===== config.mk =====
export PLATFORM = sky130hd
export DESIGN_NAME = text_console_line_editor
export DESIGN_NICKNAME = d
export VERILOG_FILES = /design/src/rtl/tcle_pkg.sv /design/src/rtl/tcle_ram.sv /design/src/rtl/tcle_cursor.sv /design/src/rtl/text_console_line_editor.sv
export VERILOG_INCLUDE_DIRS = /design/src /design/src/rtl
export SDC_FILE = /design/constraint.sdc
export NUM_CORES = 1
export LEC_CHECK = 0
export ABC_AREA = 1
export CELL_PAD_IN_SITES_DETAIL_PLACEMENT = 0
export CELL_PAD_IN_SITES_GLOBAL_PLACEMENT = 1
export CORE_MARGIN = 2
export CORE_UTILIZATION = 45
export DETAILED_ROUTE_END_ITERATION = 8
export DONT_BUFFER_PORTS = 1
export PLACE_DENSITY_LB_ADDON = 0.1
export SLEW_MARGIN = 30
export SYNTH_ARGS = -nofsm -noshare
export SYNTH_HDL_FRONTEND = slang
export SYNTH_SLANG_ARGS = --single-unit

===== constraint.sdc =====
create_clock -name i_clk -period 4.5 [get_ports i_clk]
set_input_delay 0.9 -clock i_clk [delete_from_list [all_inputs] [get_ports i_clk]]
set_output_delay 0.9 -clock i_clk [all_outputs]
set_load 0.02 [all_outputs]

===== src/rtl/assert_macros.svh =====
// ============================================================================
// Assertion macros
// Clocked assertion wrappers shared by the console editor RTL.
// ============================================================================
`ifndef ASSERT_MACROS_SVH
`define ASSERT_MACROS_SVH

// Property that must hold in the same cycle
`define TCLE_ASSERT(lbl, prop, msg) \
    lbl: assert property (@(posedge i_clk) disable iff (!i_rst_n) (prop)) \
        else $error(msg);

// Consequent must hold in the cycle after the antecedent
`define TCLE_ASSERT_NEXT(lbl, ante, cons, msg) \
    lbl: assert property (@(posedge i_clk) disable iff (!i_rst_n) \
        (ante) |=> (cons)) else $error(msg);

`endif


===== src/rtl/tcle_pkg.sv =====
// ============================================================================
// tcle_pkg
// Types and fixed constants for the text console line editor.
// ============================================================================
`default_nettype none

package tcle_pkg;

    // Request selector on the input stream
    typedef enum logic [1:0] {
        REQ_KEY     = 2'd0,
        REQ_PRINT   = 2'd1,
        REQ_NEWLINE = 2'd2,
        REQ_CLEAR   = 2'd3
    } t_req;

    // Result kind on the output stream
    typedef enum logic [1:0] {
        KIND_CELL = 2'd0,
        KIND_LINE = 2'd1,
        KIND_FILL = 2'd2
    } t_kind;

    // Controller states
    typedef enum logic [1:0] {
        ST_IDLE,
        ST_REPLAY,
        ST_TERM
    } t_state;

    // Cursor update commands
    typedef enum logic [2:0] {
        CUR_HOLD,
        CUR_ADVANCE,
        CUR_BACK,
        CUR_NEWLINE,
        CUR_HOME
    } t_cur_op;

    localparam int          CELL_W        = 11;
    localparam int          CHAR_W        = 8;
    localparam int          STORE_W       = 7;
    localparam logic [7:0]  KEY_ENTER     = 8'd13;
    localparam logic [7:0]  KEY_BACKSPACE = 8'd8;
    localparam logic [7:0]  KEY_PRINT_LO  = 8'd32;
    localparam logic [7:0]  KEY_PRINT_HI  = 8'd126;
    localparam logic [7:0]  CHAR_SPACE    = 8'd32;
    localparam logic [7:0]  CHAR_NUL      = 8'd0;
    localparam logic [7:0]  FILL_ATTR     = 8'h07;
    localparam logic [7:0]  ATTR_RESET    = 8'h07;
    localparam logic [7:0]  ATTR_NONE     = 8'h00;

endpackage

`default_nettype wire


===== src/rtl/tcle_ram.sv =====
// ============================================================================
// tcle_ram
// Generic single-write, single-read RAM with registered, enabled read.
// ============================================================================
`default_nettype none

module tcle_ram #(
    parameter  int WIDTH  = 8,
    parameter  int DEPTH  = 64,
    localparam int ADDR_W = $clog2(DEPTH)
) (
    input  wire logic              i_clk,
    input  wire logic              i_we,
    input  wire logic [ADDR_W-1:0] i_waddr,
    input  wire logic [WIDTH-1:0]  i_wdata,
    input  wire logic              i_re,
    input  wire logic [ADDR_W-1:0] i_raddr,
    output      logic [WIDTH-1:0]  o_rdata
);

    logic [WIDTH-1:0] r_mem [DEPTH];

    // write port
    always_ff @(posedge i_clk) begin
        if (i_we) begin
            r_mem[i_waddr] <= i_wdata;
        end
    end

    // read port, data holds until the next read
    always_ff @(posedge i_clk) begin
        if (i_re) begin
            o_rdata <= r_mem[i_raddr];
        end
    end

endmodule

`default_nettype wire


===== src/rtl/tcle_cursor.sv =====
// ============================================================================
// tcle_cursor
// Cursor position with a companion column counter, so the newline jump needs
// no division: advance, step back, next row, home.
// ============================================================================
`default_nettype none

module tcle_cursor
    import tcle_pkg::*;
#(
    parameter  int SCREEN_COLS = 80,
    parameter  int SCREEN_ROWS = 25,
    localparam int TOTAL       = SCREEN_COLS * SCREEN_ROWS,
    localparam int CUR_W       = $clog2(TOTAL)
) (
    input  wire logic             i_clk,
    input  wire logic             i_rst_n,
    input  wire t_cur_op          i_op,
    output      logic [CUR_W-1:0] o_cur,
    output      logic [CUR_W-1:0] o_cur_prev
);

    localparam int COL_W = $clog2(SCREEN_COLS);

    logic [CUR_W-1:0] r_cur, n_cur;
    logic [COL_W-1:0] r_col, n_col;
    logic [CUR_W-1:0] prev_cur;
    logic [COL_W-1:0] prev_col;
    logic [CUR_W:0]   row_next;

    // one cell back, wrapping from the first cell to the last
    always_comb begin
        if (r_cur == '0) begin
            prev_cur = CUR_W'(TOTAL - 1);
            prev_col = COL_W'(SCREEN_COLS - 1);
        end else begin
            prev_cur = r_cur - CUR_W'(1);
            prev_col = (r_col == '0) ? COL_W'(SCREEN_COLS - 1) : r_col - COL_W'(1);
        end
    end

    // start of the following row
    assign row_next = {1'b0, r_cur} - (CUR_W + 1)'(r_col) + (CUR_W + 1)'(SCREEN_COLS);

    // next cursor
    always_comb begin
        n_cur = r_cur;
        n_col = r_col;
        case (i_op)
            CUR_ADVANCE: begin
                if (r_cur == CUR_W'(TOTAL - 1)) begin
                    n_cur = '0;
                    n_col = '0;
                end else begin
                    n_cur = r_cur + CUR_W'(1);
                    n_col = (r_col == COL_W'(SCREEN_COLS - 1)) ? '0 : r_col + COL_W'(1);
                end
            end
            CUR_BACK: begin
                n_cur = prev_cur;
                n_col = prev_col;
            end
            CUR_NEWLINE: begin
                n_cur = (row_next >= (CUR_W + 1)'(TOTAL)) ? '0 : row_next[CUR_W-1:0];
                n_col = '0;
            end
            CUR_HOME: begin
                n_cur = '0;
                n_col = '0;
            end
            default: begin
                n_cur = r_cur;
                n_col = r_col;
            end
        endcase
    end

    always_ff @(posedge i_clk) begin
        if (!i_rst_n) begin
            r_cur <= '0;
            r_col <= '0;
        end else begin
            r_cur <= n_cur;
            r_col <= n_col;
        end
    end

    assign o_cur      = r_cur;
    assign o_cur_prev = prev_cur;

endmodule

`default_nettype wire


===== src/rtl/text_console_line_editor.sv =====
// ============================================================================
// text_console_line_editor
// Console request handler: screen cursor, line edit buffer in RAM, and a
// registered result stream of cell writes, line characters and screen fills.
// ============================================================================
//  channel   direction  transaction carries
//  s_axis    in         tuser = req_type, tdata = char_code
//  m_axis    out        tuser = result_kind, tdata = cell/char/attr, tlast
//  cfg       in         text_attribute byte
//
//  Print, newline, clear and edit keys are accepted back to back while
//  the result register drains. Enter with buffered characters keeps the
//  input stalled through the terminator: the accepting cycle issues the
//  first line store read, then one result per cycle off the RAM read port
//  while the output is not stalled, then the terminator.
//  Reset is synchronous; no clearing pass, the line store is only read
//  below the line length. A stalled output stops input acceptance.
// ============================================================================
`default_nettype none

module text_console_line_editor
    import tcle_pkg::*;
#(
    parameter int SCREEN_COLS   = 80,
    parameter int SCREEN_ROWS   = 25,
    parameter int LINE_CAPACITY = 64
) (
    input  wire logic        i_clk,
    input  wire logic        i_rst_n,
    // configuration write
    input  wire logic        i_cfg_valid,
    output      logic        o_cfg_ready,
    input  wire logic [7:0]  i_cfg_data,
    // request stream
    input  wire logic        i_s_axis_tvalid,
    output      logic        o_s_axis_tready,
    input  wire logic [1:0]  i_s_axis_tuser,   // [1:0] req_type
    input  wire logic [7:0]  i_s_axis_tdata,   // [7:0] char_code
    // result stream
    output      logic        o_m_axis_tvalid,
    input  wire logic        i_m_axis_tready,
    output      logic [1:0]  o_m_axis_tuser,   // [1:0] result_kind
    output      logic [31:0] o_m_axis_tdata,   // [10:0] cell_index, [18:11] cell_char,
                                               // [26:19] cell_attr, [31:27] zero
    output      logic        o_m_axis_tlast    // last_of_run
);

    localparam int CUR_W = $clog2(SCREEN_COLS * SCREEN_ROWS);
    localparam int LEN_W = $clog2(LINE_CAPACITY);

    // ------------------------------------------------------------------
    // state
    t_state             r_state, n_state;
    logic [LEN_W-1:0]   r_len, n_len;
    logic [LEN_W-1:0]   r_idx, n_idx;
    logic [7:0]         r_attr;

    logic               r_out_valid;
    t_kind              r_out_kind;
    logic [CELL_W-1:0]  r_out_cell;
    logic [7:0]         r_out_char;
    logic [7:0]         r_out_attr;
    logic               r_out_last;

    // combinational controls
    logic               slot_free;
    logic               accept;
    logic               load;
    t_kind              ld_kind;
    logic [CELL_W-1:0]  ld_cell;
    logic [7:0]         ld_char;
    logic [7:0]         ld_attr;
    logic               ld_last;
    t_cur_op            cur_op;
    logic               ram_we, ram_re;
    logic [LEN_W-1:0]   ram_waddr, ram_raddr;
    logic [STORE_W-1:0] ram_rdata;
    logic [CUR_W-1:0]   cur, cur_prev;
    t_req               req;
    logic [7:0]         key;
    logic               printable;

    // ------------------------------------------------------------------
    // line store and cursor
    tcle_ram #(
        .WIDTH (STORE_W),
        .DEPTH (LINE_CAPACITY)
    ) u_line_ram (
        .i_clk   (i_clk),
        .i_we    (ram_we),
        .i_waddr (ram_waddr),
        .i_wdata (key[STORE_W-1:0]),
        .i_re    (ram_re),
        .i_raddr (ram_raddr),
        .o_rdata (ram_rdata)
    );

    tcle_cursor #(
        .SCREEN_COLS (SCREEN_COLS),
        .SCREEN_ROWS (SCREEN_ROWS)
    ) u_cursor (
        .i_clk      (i_clk),
        .i_rst_n    (i_rst_n),
        .i_op       (cur_op),
        .o_cur      (cur),
        .o_cur_prev (cur_prev)
    );

    // ------------------------------------------------------------------
    // configuration register
    assign o_cfg_ready = 1'b1;

    always_ff @(posedge i_clk) begin
        if (!i_rst_n) begin
            r_attr <= ATTR_RESET;
        end else if (i_cfg_valid) begin
            r_attr <= i_cfg_data;
        end
    end

    // ------------------------------------------------------------------
    // controller: next state, line length, RAM and result load
    assign slot_free = !r_out_valid || i_m_axis_tready;
    assign req       = t_req'(i_s_axis_tuser);
    assign key       = i_s_axis_tdata;
    assign printable = (key >= KEY_PRINT_LO) && (key <= KEY_PRINT_HI);
    assign accept    = i_s_axis_tvalid && o_s_axis_tready;

    always_comb begin
        n_state         = r_state;
        n_len           = r_len;
        n_idx           = r_idx;
        o_s_axis_tready = 1'b0;
        load            = 1'b0;
        ld_kind         = KIND_CELL;
        ld_cell         = CELL_W'(cur);
        ld_char         = key;
        ld_attr         = r_attr;
        ld_last         = 1'b1;
        cur_op          = CUR_HOLD;
        ram_we          = 1'b0;
        ram_re          = 1'b0;
        ram_waddr       = r_len;
        ram_raddr       = '0;
        case (r_state)
            ST_IDLE: begin
                o_s_axis_tready = slot_free;
                if (accept) begin
                    case (req)
                        REQ_KEY: begin
                            if (key == KEY_ENTER) begin
                                if (r_len == '0) begin
                                    load    = 1'b1;
                                    ld_kind = KIND_LINE;
                                    ld_cell = '0;
                                    ld_char = CHAR_NUL;
                                    ld_attr = ATTR_NONE;
                                end else begin
                                    ram_re  = 1'b1;
                                    n_idx   = '0;
                                    n_state = ST_REPLAY;
                                end
                            end else if (key == KEY_BACKSPACE) begin
                                if (r_len != '0) begin
                                    n_len   = r_len - LEN_W'(1);
                                    cur_op  = CUR_BACK;
                                    load    = 1'b1;
                                    ld_cell = CELL_W'(cur_prev);
                                    ld_char = CHAR_SPACE;
                                end
                            end else if (printable && r_len != LEN_W'(LINE_CAPACITY - 1)) begin
                                ram_we = 1'b1;
                                n_len  = r_len + LEN_W'(1);
                                cur_op = CUR_ADVANCE;
                                load   = 1'b1;
                            end
                        end
                        REQ_PRINT: begin
                            cur_op = CUR_ADVANCE;
                            load   = 1'b1;
                        end
                        REQ_NEWLINE: begin
                            cur_op = CUR_NEWLINE;
                        end
                        REQ_CLEAR: begin
                            cur_op  = CUR_HOME;
                            load    = 1'b1;
                            ld_kind = KIND_FILL;
                            ld_cell = '0;
                            ld_char = CHAR_SPACE;
                            ld_attr = FILL_ATTR;
                        end
                        default: begin
                            cur_op = CUR_HOLD;
                        end
                    endcase
                end
            end
            ST_REPLAY: begin
                // read data for r_idx sits on the RAM port
                if (slot_free) begin
                    load    = 1'b1;
                    ld_kind = KIND_LINE;
                    ld_cell = '0;
                    ld_char = {1'b0, ram_rdata};
                    ld_attr = ATTR_NONE;
                    ld_last = 1'b0;
                    if (r_idx == r_len - LEN_W'(1)) begin
                        n_state = ST_TERM;
                    end else begin
                        ram_re    = 1'b1;
                        ram_raddr = r_idx + LEN_W'(1);
                        n_idx     = r_idx + LEN_W'(1);
                    end
                end
            end
            ST_TERM: begin
                if (slot_free) begin
                    load    = 1'b1;
                    ld_kind = KIND_LINE;
                    ld_cell = '0;
                    ld_char = CHAR_NUL;
                    ld_attr = ATTR_NONE;
                    n_len   = '0;
                    n_state = ST_IDLE;
                end
            end
            default: begin
                n_state = ST_IDLE;
            end
        endcase
    end

    always_ff @(posedge i_clk) begin
        if (!i_rst_n) begin
            r_state <= ST_IDLE;
            r_len   <= '0;
            r_idx   <= '0;
        end else begin
            r_state <= n_state;
            r_len   <= n_len;
            r_idx   <= n_idx;
        end
    end

    // ------------------------------------------------------------------
    // result register
    always_ff @(posedge i_clk) begin
        if (!i_rst_n) begin
            r_out_valid <= 1'b0;
        end else if (load) begin
            r_out_valid <= 1'b1;
        end else if (i_m_axis_tready) begin
            r_out_valid <= 1'b0;
        end
    end

    always_ff @(posedge i_clk) begin
        if (load) begin
            r_out_kind <= ld_kind;
            r_out_cell <= ld_cell;
            r_out_char <= ld_char;
            r_out_attr <= ld_attr;
            r_out_last <= ld_last;
        end
    end

    assign o_m_axis_tvalid = r_out_valid;
    assign o_m_axis_tuser  = r_out_kind;
    assign o_m_axis_tdata  = {5'd0, r_out_attr, r_out_char, r_out_cell};
    assign o_m_axis_tlast  = r_out_last;

    // ------------------------------------------------------------------
    // assertions
    `include "assert_macros.svh"

    `TCLE_ASSERT(a_busy_no_accept, (r_state == ST_IDLE) || !o_s_axis_tready, "input ready during replay")
    `TCLE_ASSERT(a_ram_one_port, !(ram_we && ram_re), "line store read and written together")
    `TCLE_ASSERT_NEXT(a_term_clears, (r_state == ST_TERM) && slot_free, (r_len == '0) && (r_state == ST_IDLE) && r_out_valid && r_out_last, "terminator did not empty the line")

endmodule

`default_nettype wire

==> key figures, run 1 <==
Layout
  – Most common cell after layout, fill and taps aside: nand2_1
  – Diodes inserted: 0
  – Post-route cell area: 27600 sq um
  – Most frequent cells in the layout: nand2_1, edfxtp_1, inv_1
  – # fillers: 5125
  – Layout cells sized above 1: 0.0512
  – Final net count: 2651
  – Non-filler cells, final: 3383
  – Area Growth Syn to Fin: 9.54%

Setup path
  – Crit path kind: reg -> reg
  – Max Fanout on Critical Path: 105
  – Worst setup path end: u_line_ram.o_rdata[0]
  – Critical Path AT: 4.40 ns
  – FF-to-FF setup slack: 0.61 ns
  – Path depth of the worst reg2reg path: 18
  – CP required: 5.01 ns
  – Reg2reg start: r_len[0]
  – Crit end category: flip-flop
  – Crit path launch type: flip-flop
  – Worst setup path start: r_len[0]
  – RR Endpoint: u_line_ram.o_rdata[0]

Floorplan
  – Ports: 61
  – # rows: 86
  – Die Height: 240 microns
  – Die span in x: 240 microns
  – Die area: 57800 sq um
  – Initial Utilization: 0.456
  – Core box area: 55200 sq um

Global routing
  – Number of global-route vias before repair: 16925
  – Overall track demand over capacity in global routing: 0.239
  – Antenna violations before repair: 0
  – Grt total ovfl: 0
  – Largest net degree at the start of global routing: 106
  – First-pass GRT wire length: 103000 microns

Placement
  – Detailed placer's ending HPWL: 42500 microns
  – Gpl congestion: 0.857
  – Placed inst area: 25700 sq um
  – Input/output buffers: 0
  – Placed cells: 3275

Clock network
  – Total CTS buffers: 58
  – Setup bufs post-CTS: 0
  – CTS tree: done
  – CTS root buf: clkbuf_16
  – CTS-repair resized insts: 0
  – Hold Buf Count CTS: 0
  – Longest Clk Path Bufs: 3
  – Clock tree sinks: 526
  – Worst-skew pair later-pin latency: 0.65 ns
  – H-tree levels: 2
  – Clock transition at path regs: 0.06 ns

Run status
  – Status: finished clean

Synthesis
  – Seq/Total Area, Yosys: 0.612
  – Primary FF master, synth: edfxtp_1
  – Mapped Cells: 2622
  – Yosys warning count: 0
  – Number of flops mapped to enable cells by yosys: 485
  – Syn Area/Cell: 9.59 sq um
  – Synth Cell Area: 25200 sq um
  – Netlist cell types: 52
  – Asr flop ratio synth: 0
  – Yosys reg bits: 526

Power and ir drop
  – Peak supply drop: 370 uV
  – Power per standard cell area: 559 nW/um^2
  – Lkg Pwr: 0.0113 uW
  – PnR Total Power: 15400 uW

STA
  – Final period util: 0.865
  – Layout Skew: 0.0335 ns
  – Max Slew Vio Count: 0
  – RSZ-0062 raised after global routing: false
  – Fmax: 257 MHz
  – Final setup viols: 0
  – Setup TNS: 0 ns
  – Worst-Margin Slew: 0.990 ns
  – Post-layout min period: 3.89 ns
  – Hold Vio Cnt, Final: 0
  – Relative slew margins: 0.338

Worst hold path
  – Hold-critical path depth: 0
  – Worst hold path type: in -> reg

Drt
  – DRT Pass-1 Iters: 5
  – Routed Antenna Nets: 0
  – First DRT Iteration DRCs: 1300
  – Drt wl/cell: 20.1 microns
  – Vias per inst: 5.22
  – Drt total wl: 67900 microns
  – Via count: 17659
  – DRC: 0

Job
  – Max_cap viols: 0
## synth_stat cells, drive strengths merged (19+ instances only)
cell    number  area share
a21oi       29      0.0058
buf         98       0.025
clkbuf      22      0.0033
dfxtp       41       0.033
edfxtp     485        0.58
ha          40       0.020
inv        426       0.064
nand2      675        0.10
nand3      379       0.076
nor2       171       0.027
nor3        19      0.0040
o211ai      46       0.014
o21ai       92       0.018
xor2        27      0.0094
## worst min path at each step
| stage | startpoint | to | slack, ns |
|---|---|---|---|
| 5_1_grt | i_s_axis_tdata[1] | u_line_ram.r_mem[21][1] | 0.32 |
| 3_5_place_dp | r_attr[1] | r_attr[1] | 0.44 |
| 3_3_place_gp | r_attr[0] | r_attr[0] | 0.44 |
| 6_report | i_s_axis_tdata[1] | u_line_ram.r_mem[21][1] | 0.35 |
| 4_1_cts | i_s_axis_tdata[3] | u_line_ram.r_mem[20][3] | 0.32 |
| 2_1_floorplan | r_attr[0] | r_attr[0] | 0.42 |
## layout make-up
cell class	count	area, sq um	area share
Multi-Input combinational cell	1552	7490	0.272
Timing Repair Buffer	21	258	0.00936
Clock inverter	29	280	0.0102
Tap cell	748	936	0.0340
Sequential cell	526	15400	0.558
Clock buffer	79	1590	0.0578
Inverter	428	1610	0.0584
## power by group
group | switching [uW] | internal [uW]
registers | 441 | 5730
clock network | 1960 | 2710
logic | 3230 | 1320
total | 5630 | 9760
## critical path, stage by stage, from the launching register on
cell and delay (ns):
dfxtp_1 0.45, inv_2 0.15, ha_1 0.29, inv_1 0.07
nand2_1 0.06, nand2_1 0.11, nand2_1 0.05, nand3_1 0.09
nor2_2 0.06, nand3_4 0.13, nand4_4 0.53, clkinv_2 0.21
buf_12 0.42, o211ai_1 0.17, nand3_1 0.12, nand3_1 0.11
nand3_1 0.24, nand3_1 0.23, nand2_1 0.14
## routing by layer
layer,up-vias,wire length (microns),GRT usage
li1,8598,-,-
met1,8526,31800,0.344
met2,439,31200,0.379
met3,96,3390,0.0366
met4,0,1450,0.0599
met5,-,0,0
## per-stage QoR
step	setup slack, ns	util	hold WS, ns
after detailed placement	0.633	0.465	0.440
final	0.608	0.499	0.350
after CTS	0.634	0.499	0.319
after global routing	0.249	0.499	0.317
after floorplan	1.41	-	0.423
after global placement	0.660	0.465	0.440
## kinds of logic after synthesis
group,after synthesis,synth area share
buf+inv,548,0.0921
xor+xnor,29,0.0101
flops,526,0.612
other cells,2,0.000299
compound gates,210,0.0504
simple gates,1266,0.215
fa+ha+maj,41,0.0207
## state kept, by name (all words and copies together), names as in the netlist, 2 cells and up
register,flops
r_attr,8
r_len,6
r_out_char,8
r_idx,6
u_line_ram.o_rdata,7
u_cursor.o_cur,11
r_state,2
o_m_axis_tuser,2
r_out_cell,11
u_cursor.r_col,7
r_out_attr,8
u_line_ram.r_mem,448
(Power assumes the default switching activity.)
==> run 2: changes to the inputs <==
--- a/config.mk
+++ b/config.mk
@@ -10,7 +10,7 @@
 export CELL_PAD_IN_SITES_DETAIL_PLACEMENT = 0
 export CELL_PAD_IN_SITES_GLOBAL_PLACEMENT = 1
 export CORE_MARGIN = 2
-export CORE_UTILIZATION = 45
+export CORE_UTILIZATION = 54
 export DETAILED_ROUTE_END_ITERATION = 8
 export DONT_BUFFER_PORTS = 1
 export PLACE_DENSITY_LB_ADDON = 0.1
==> key figures, run 2 (same netlist as run 1, synthesis figures left out) <==
Run status
  – Status: finished clean

Power and ir drop
  – Lkg Pwr: 0.0112 uW (-0.91%)
  – Power per standard cell area: 545 nW/um^2 (-2.5%)
  – Peak supply drop: 464 uV (+25%)

Worst hold path
  – Hold-critical path depth: 0 (unchanged)
  – Worst hold start: i_s_axis_tdata[5]
  – Min-Delay Endpoint: u_line_ram.r_mem[22][5]
  – Worst hold path type: in -> reg

Layout
  – Most frequent cells in the layout: nand2_1, edfxtp_1, inv_1
  – Reg with most FFs: u_line_ram.r_mem
  – Non-filler cells, final: 3239 (-4.3%)
  – Area Growth Syn to Fin: 7.90%
  – Most common cell after layout, fill and taps aside: nand2_1
  – Layout cells sized above 1: 0.0502 (-0.00106)
  – Final net count: 2653 (+0.075%)
  – Max reg flops: 448 (unchanged)

STA
  – Final period util: 0.852 (-0.0129)
  – Setup ws final: 0.666 ns (+0.0581 ns)
  – Max Slew Vio Count: 0 (unchanged)
  – RSZ-0062 raised after global routing: false
  – Final setup viols: 0 (unchanged)
  – Setup TNS: 0 ns (unchanged)
  – Fmax: 261 MHz (+1.5%)
  – Layout Skew: 0.0255 ns (-0.00807 ns)
  – Hold Vio Cnt, Final: 0 (unchanged)
  – Post-layout min period: 3.83 ns (-0.0581 ns)
  – Worst-Margin Slew: 1.06 ns (+0.0661 ns)
  – Relative slew margins: 0.294 (-0.0440)

Setup path
  – Crit end category: flip-flop
  – Critical Path AT: 4.20 ns (-0.20 ns)
  – Crit path launch type: flip-flop
  – RR Endpoint: u_line_ram.o_rdata[1]
  – Crit-path max cell delay: 0.69 ns (+0.16 ns)
  – Max Fanout on Critical Path: 25 (-76%)
  – Most frequent CP cell: nand3_1
  – Crit path kind: reg -> reg
  – Slowest stage cell, crit path: nor2_4
  – Path depth of the worst reg2reg path: 19 (+1)
  – Worst path cell trace: inv_1 -> ha_1 -> inv_1 -> nand2_1 -> nand2_1 -> nand2_1 -> nand3_1 -> nor2_2 -> nand3_4 -> nand3_4 -> nor2_4 -> buf_4 -> nand2_1 -> nand3_1 -> nand3_1 -> nand3_1 -> nand3_1 -> nand3_1 -> nand2_1
  – CP required: 4.86 ns (-0.15 ns)
  – Reg2reg start: r_len[1]
  – FF-to-FF setup slack: 0.67 ns (+0.06 ns)
  – Cell family with most CP delay: simple AND/OR/NAND/NOR gates
  – Crit path buf inv count: 3 (-1)

Placement
  – Input/output buffers: 0 (unchanged)
  – Gpl congestion: 0.920 (+7.3%)
  – Placed cells: 3140 (-4.1%)
  – Detailed placer's ending HPWL: 41300 microns (-2.9%)
  – Dpl ws: 0.738 ns (+0.105 ns)

Global routing
  – Grt total ovfl: 0 (unchanged)
  – Number of global-route vias before repair: 16993 (+0.40%)
  – Antenna violations before repair: 1 (+1)
  – Largest net degree at the start of global routing: 120 (+13%)
  – First-pass GRT wire length: 101000 microns (-2.5%)
  – Overall track demand over capacity in global routing: 0.278 (+0.0393)

Floorplan
  – Initial Utilization: 0.544 (+0.0881)
  – Die span in x: 220 microns (-8.6%)
  – Die Height: 220 microns (-8.6%)
  – Ports: 61 (unchanged)
  – Die area: 48300 sq um (-16%)
  – # rows: 79 (-8.1%)
  – Core box area: 46300 sq um (-16%)

Clock network
  – Clock transition at path regs: 0.07 ns (about the same)
  – Hold Buf Count CTS: 0 (unchanged)
  – Longest Clk Path Bufs: 3 (unchanged)
  – Worst-skew pair later-pin latency: 0.62 ns (-0.03 ns)
  – Clock tree sinks: 526 (unchanged)
  – CTS root buf: clkbuf_16
  – Setup bufs post-CTS: 0 (unchanged)
  – CTS-repair resized insts: 0 (unchanged)
  – H-tree levels: 2 (unchanged)
  – Total CTS buffers: 54 (-6.9%)
  – CTS tree: done

Drt
  – DRT Pass-1 Iters: 5 (unchanged)
  – Vias per inst: 5.51 (+5.6%)
  – DRC: 0 (unchanged)
  – Routed Antenna Nets: 0 (unchanged)
  – Drt wl/cell: 20.3 microns (+1.0%)
  – First DRT Iteration DRCs: 1799 (+38%)
  – Via count: 17852 (+1.1%)
  – Drt total wl: 65700 microns (-3.3%)

Job
  – Max_cap viols: 0 (unchanged)
run 2: changes by cell type in the layout (fill, tap and decap cells not counted), moves of 2 or more:
cell | previous run | this run
clkbuf_1 | 17 | 15
inv_6 | 1 | 3
clkbuf_16 | 60 | 54
bufinv_16 | 4 | 1
clkinv_1 | 13 | 15
clkbuf_8 | 2 | 0
buf_4 | 13 | 19
run 2: metrics by stage:
stage	util	hold slack [ns]	total power (uW)	instance area, sq um
global placement	0.552	0.437	10700	25500
finish	0.587	0.374	14800	27100
CTS	0.587	0.347	14800	27100
global route	0.587	0.352	15600	27100
floorplan	-	0.423	9560	25200
detailed placement	0.552	0.443	10700	25500
run 2: power breakdown:
| group | internal [uW] | switching [uW] | leakage, uW |
|---|---|---|---|
| Clock | 2260 | 1860 | 0.000779 |
| Sequential | 5730 | 436 | 0.00472 |
| Combinational | 1360 | 3140 | 0.00570 |
run 2: layer usage:
layer  vias up  global-route usage  part of all wire
li1       8590                   -                 -
met2       631               0.430              0.45
met1      8522               0.401              0.44
met5         -                   0                 0
met3       109              0.0581             0.083
met4         0              0.0756             0.024
run 2: final cells by class:
cell class / count / area [sq um]
Clock inverter: 29 / 179
Tap cell: 607 / 759
Sequential cell: 526 / 15400
Clock buffer: 69 / 1410
Antenna cell: 1 / 2.50
Multi-Input combinational cell: 1552 / 7500
Timing Repair Buffer: 27 / 303
Inverter: 428 / 1610
Fill cell: 4005 / 19100
run 2: worst max path at each step:
stage,startpoint,endpoint,depth (start not counted),slack (ns)
after floorplan,i_m_axis_tready,u_line_ram.r_mem[22][0],9,1.41
after global placement,r_len[1],u_line_ram.o_rdata[1],19,0.77
after detailed placement,i_m_axis_tready,u_line_ram.r_mem[23][0],9,0.74
after CTS,r_len[1],u_line_ram.o_rdata[1],19,0.68
after global routing,r_len[1],u_line_ram.o_rdata[5],19,0.36
final,r_len[1],u_line_ram.o_rdata[1],19,0.67
run 2: worst register-to-register path, delay by kind of cell, from the launching register on:
family | cells | cell delay [ns]
buf+inv | 3 | 0.70
simple gates | 15 | 2.15
fa+ha+maj | 1 | 0.26
flops | 1 | 0.46
==> run 3: changes to the inputs <==
==> constraint.sdc (replaced) <==
create_clock -name i_clk -period 4.62 [get_ports i_clk]
set_input_delay 0.924 -clock i_clk [delete_from_list [all_inputs] [get_ports i_clk]]
set_output_delay 0.924 -clock i_clk [all_outputs]
set_load 0.02 [all_outputs]
==> key figures, run 3 (same netlist as run 1, synthesis figures left out) <==
Layout
  – Layout cells sized above 1: 0.0514 (+0.00120)
  – # fillers: 4049 (+1.1%)
  – Max reg flops: 448 (unchanged)
  – Non-filler cells, final: 3235 (-0.12%)
  – Reg with most FFs: u_line_ram.r_mem
  – Final net count: 2646 (-0.26%)
  – Diodes inserted: 0 (-1)
  – Most frequent cells in the layout: nand2_1, edfxtp_1, inv_1
  – Area Growth Syn to Fin: 8.26%
  – Most common cell after layout, fill and taps aside: nand2_1

Job
  – Max_cap viols: 0 (unchanged)

Setup path
  – Crit-path max cell delay: 0.71 ns (+0.02 ns)
  – Slowest stage cell, crit path: inv_2
  – Max Fanout on Critical Path: 44 (+76%)
  – CP required: 4.98 ns (+0.12 ns)
  – Crit path launch type: flip-flop
  – Crit end category: flip-flop
  – Most frequent CP cell: nand3_1
  – Crit path kind: reg -> reg
  – Critical Path AT: 4.12 ns (-0.08 ns)
  – Worst path cell trace: inv_1 -> ha_1 -> inv_1 -> nand2_1 -> nand2_1 -> nor2_1 -> nand3_1 -> nor2_2 -> nand3_4 -> nand3_4 -> nor2_4 -> inv_2 -> buf_4 -> nand3_1 -> nand3_1 -> nand3_1 -> nand3_1 -> nand2_1

Clock network
  – Longest Clk Path Bufs: 3 (unchanged)
  – Setup bufs post-CTS: 0 (unchanged)
  – CTS tree: done
  – Worst-skew pair later-pin latency: 0.61 ns (about the same)
  – H-tree levels: 2 (unchanged)
  – CTS root buf: clkbuf_16
  – Hold Buf Count CTS: 0 (unchanged)
  – CTS-repair resized insts: 0 (unchanged)
  – Clock tree sinks: 526 (unchanged)
  – Total CTS buffers: 54 (unchanged)
  – Clock transition at path regs: 0.07 ns (about the same)

Floorplan
  – Initial Utilization: 0.544 (unchanged)
  – # rows: 79 (unchanged)
  – Die span in x: 220 microns (unchanged)
  – Die area: 48300 sq um (unchanged)
  – Ports: 61 (unchanged)
  – Core box area: 46300 sq um (unchanged)
  – Die Height: 220 microns (unchanged)

Placement
  – Input/output buffers: 0 (unchanged)
  – Detailed placer's ending HPWL: 41200 microns (-0.16%)
  – Gpl congestion: 0.897 (-2.5%)
  – Placed cells: 3133 (-0.22%)

STA
  – Layout Skew: 0.0268 ns (+0.00128 ns)
  – Hold Vio Cnt, Final: 0 (unchanged)
  – Worst-Margin Slew: 0.993 ns (-0.0632 ns)
  – Fmax: 265 MHz (+1.8%)
  – Setup TNS: 0 ns (unchanged)
  – RSZ-0062 raised after global routing: false
  – Post-layout min period: 3.77 ns (-0.0668 ns)
  – Relative slew margins: 0.337 (+0.0436)
  – Final setup viols: 0 (unchanged)
  – Final period util: 0.815 (-0.0366)
  – Max Slew Vio Count: 0 (unchanged)

Drt
  – DRT Pass-1 Iters: 5 (unchanged)
  – First DRT Iteration DRCs: 1834 (+1.9%)
  – Drt total wl: 65000 microns (-1.0%)
  – DRC: 0 (unchanged)
  – Routed Antenna Nets: 0 (unchanged)
  – Vias per inst: 5.52 (+0.12%)
  – Via count: 17851 (-0.0056%)
  – Drt wl/cell: 20.1 microns (-0.89%)

Power and ir drop
  – Power per standard cell area: 539 nW/um^2 (-1.1%)
  – PnR Total Power: 14700 uW (-0.73%)
  – Lkg Pwr: 0.0112 uW (+0.25%)
  – Peak supply drop: 418 uV (-9.8%)

Global routing
  – Largest net degree at the start of global routing: 108 (-10%)
  – Grt total ovfl: 0 (unchanged)
  – First-pass GRT wire length: 99600 microns (-1.0%)
  – Antenna violations before repair: 0 (-1)
  – Overall track demand over capacity in global routing: 0.275 (-0.00360)
  – Number of global-route vias before repair: 16776 (-1.3%)

Worst hold path
  – Worst hold path type: in -> reg

Run status
  – Status: finished clean
[run 3: cell count changes in the layout (fill, tap and decap cells not counted), moves of 2 or more]
cell	change
buf_12	-2
bufinv_16	+5
clkinvlp_4	+4
clkinv_4	+2
buf_4	-5
clkbuf_1	-6
[run 3: through the flow]
step | instance area, sq um | util | setup WS, ns | hold WS [ns]
global placement | 25500 | 0.551 | 0.908 | 0.439
CTS | 27200 | 0.589 | 0.908 | 0.378
global route | 27200 | 0.589 | 0.589 | 0.384
finish | 27200 | 0.589 | 0.853 | 0.407
detailed placement | 25500 | 0.551 | 0.860 | 0.446
floorplan | 25200 | - | 1.51 | 0.423
[run 3: cell type report]
class	instances	area, sq um	area share
flip-flops and latches	526	15400	0.565
multi-input cells	1552	7490	0.275
clock buffers	63	1390	0.0509
repair buffers	20	225	0.00827
inverters	428	1610	0.0590
clock inverters	39	377	0.0138
well taps	607	759	0.0279
[run 3: power breakdown]
group / internal [uW] / switching, uW
Sequential: 5580 / 431
Clock: 2490 / 1840
Combinational: 1280 / 3050
[run 3: path summary, 6_finish.rpt]
| path | start | endpoint | slack (ns) | depth (start not counted) |
|---|---|---|---|---|
| max | r_len[1] | u_line_ram.o_rdata[1] | 0.85 | 18 |
| min | i_s_axis_tdata[5] | u_line_ram.r_mem[22][5] | 0.41 | 0 |
| max reg2reg | r_len[1] | u_line_ram.o_rdata[1] | 0.85 | 18 |
| min reg2reg | r_attr[7] | r_attr[7] | 0.45 | 2 |
[run 3: metal layers]
metal,vias up,share of wire,global-route usage
met5,-,0,0
met4,0,0.025,0.0765
met3,114,0.090,0.0596
met2,696,0.44,0.416
met1,8455,0.44,0.401
li1,8586,-,-
[run 3: critical path, delay by kind of cell, from the launching register on]
family / cells / cell delay, ns
flops: 1 / 0.47
simple gates: 13 / 1.39
buf+inv: 4 / 1.28
fa+ha+maj: 1 / 0.37
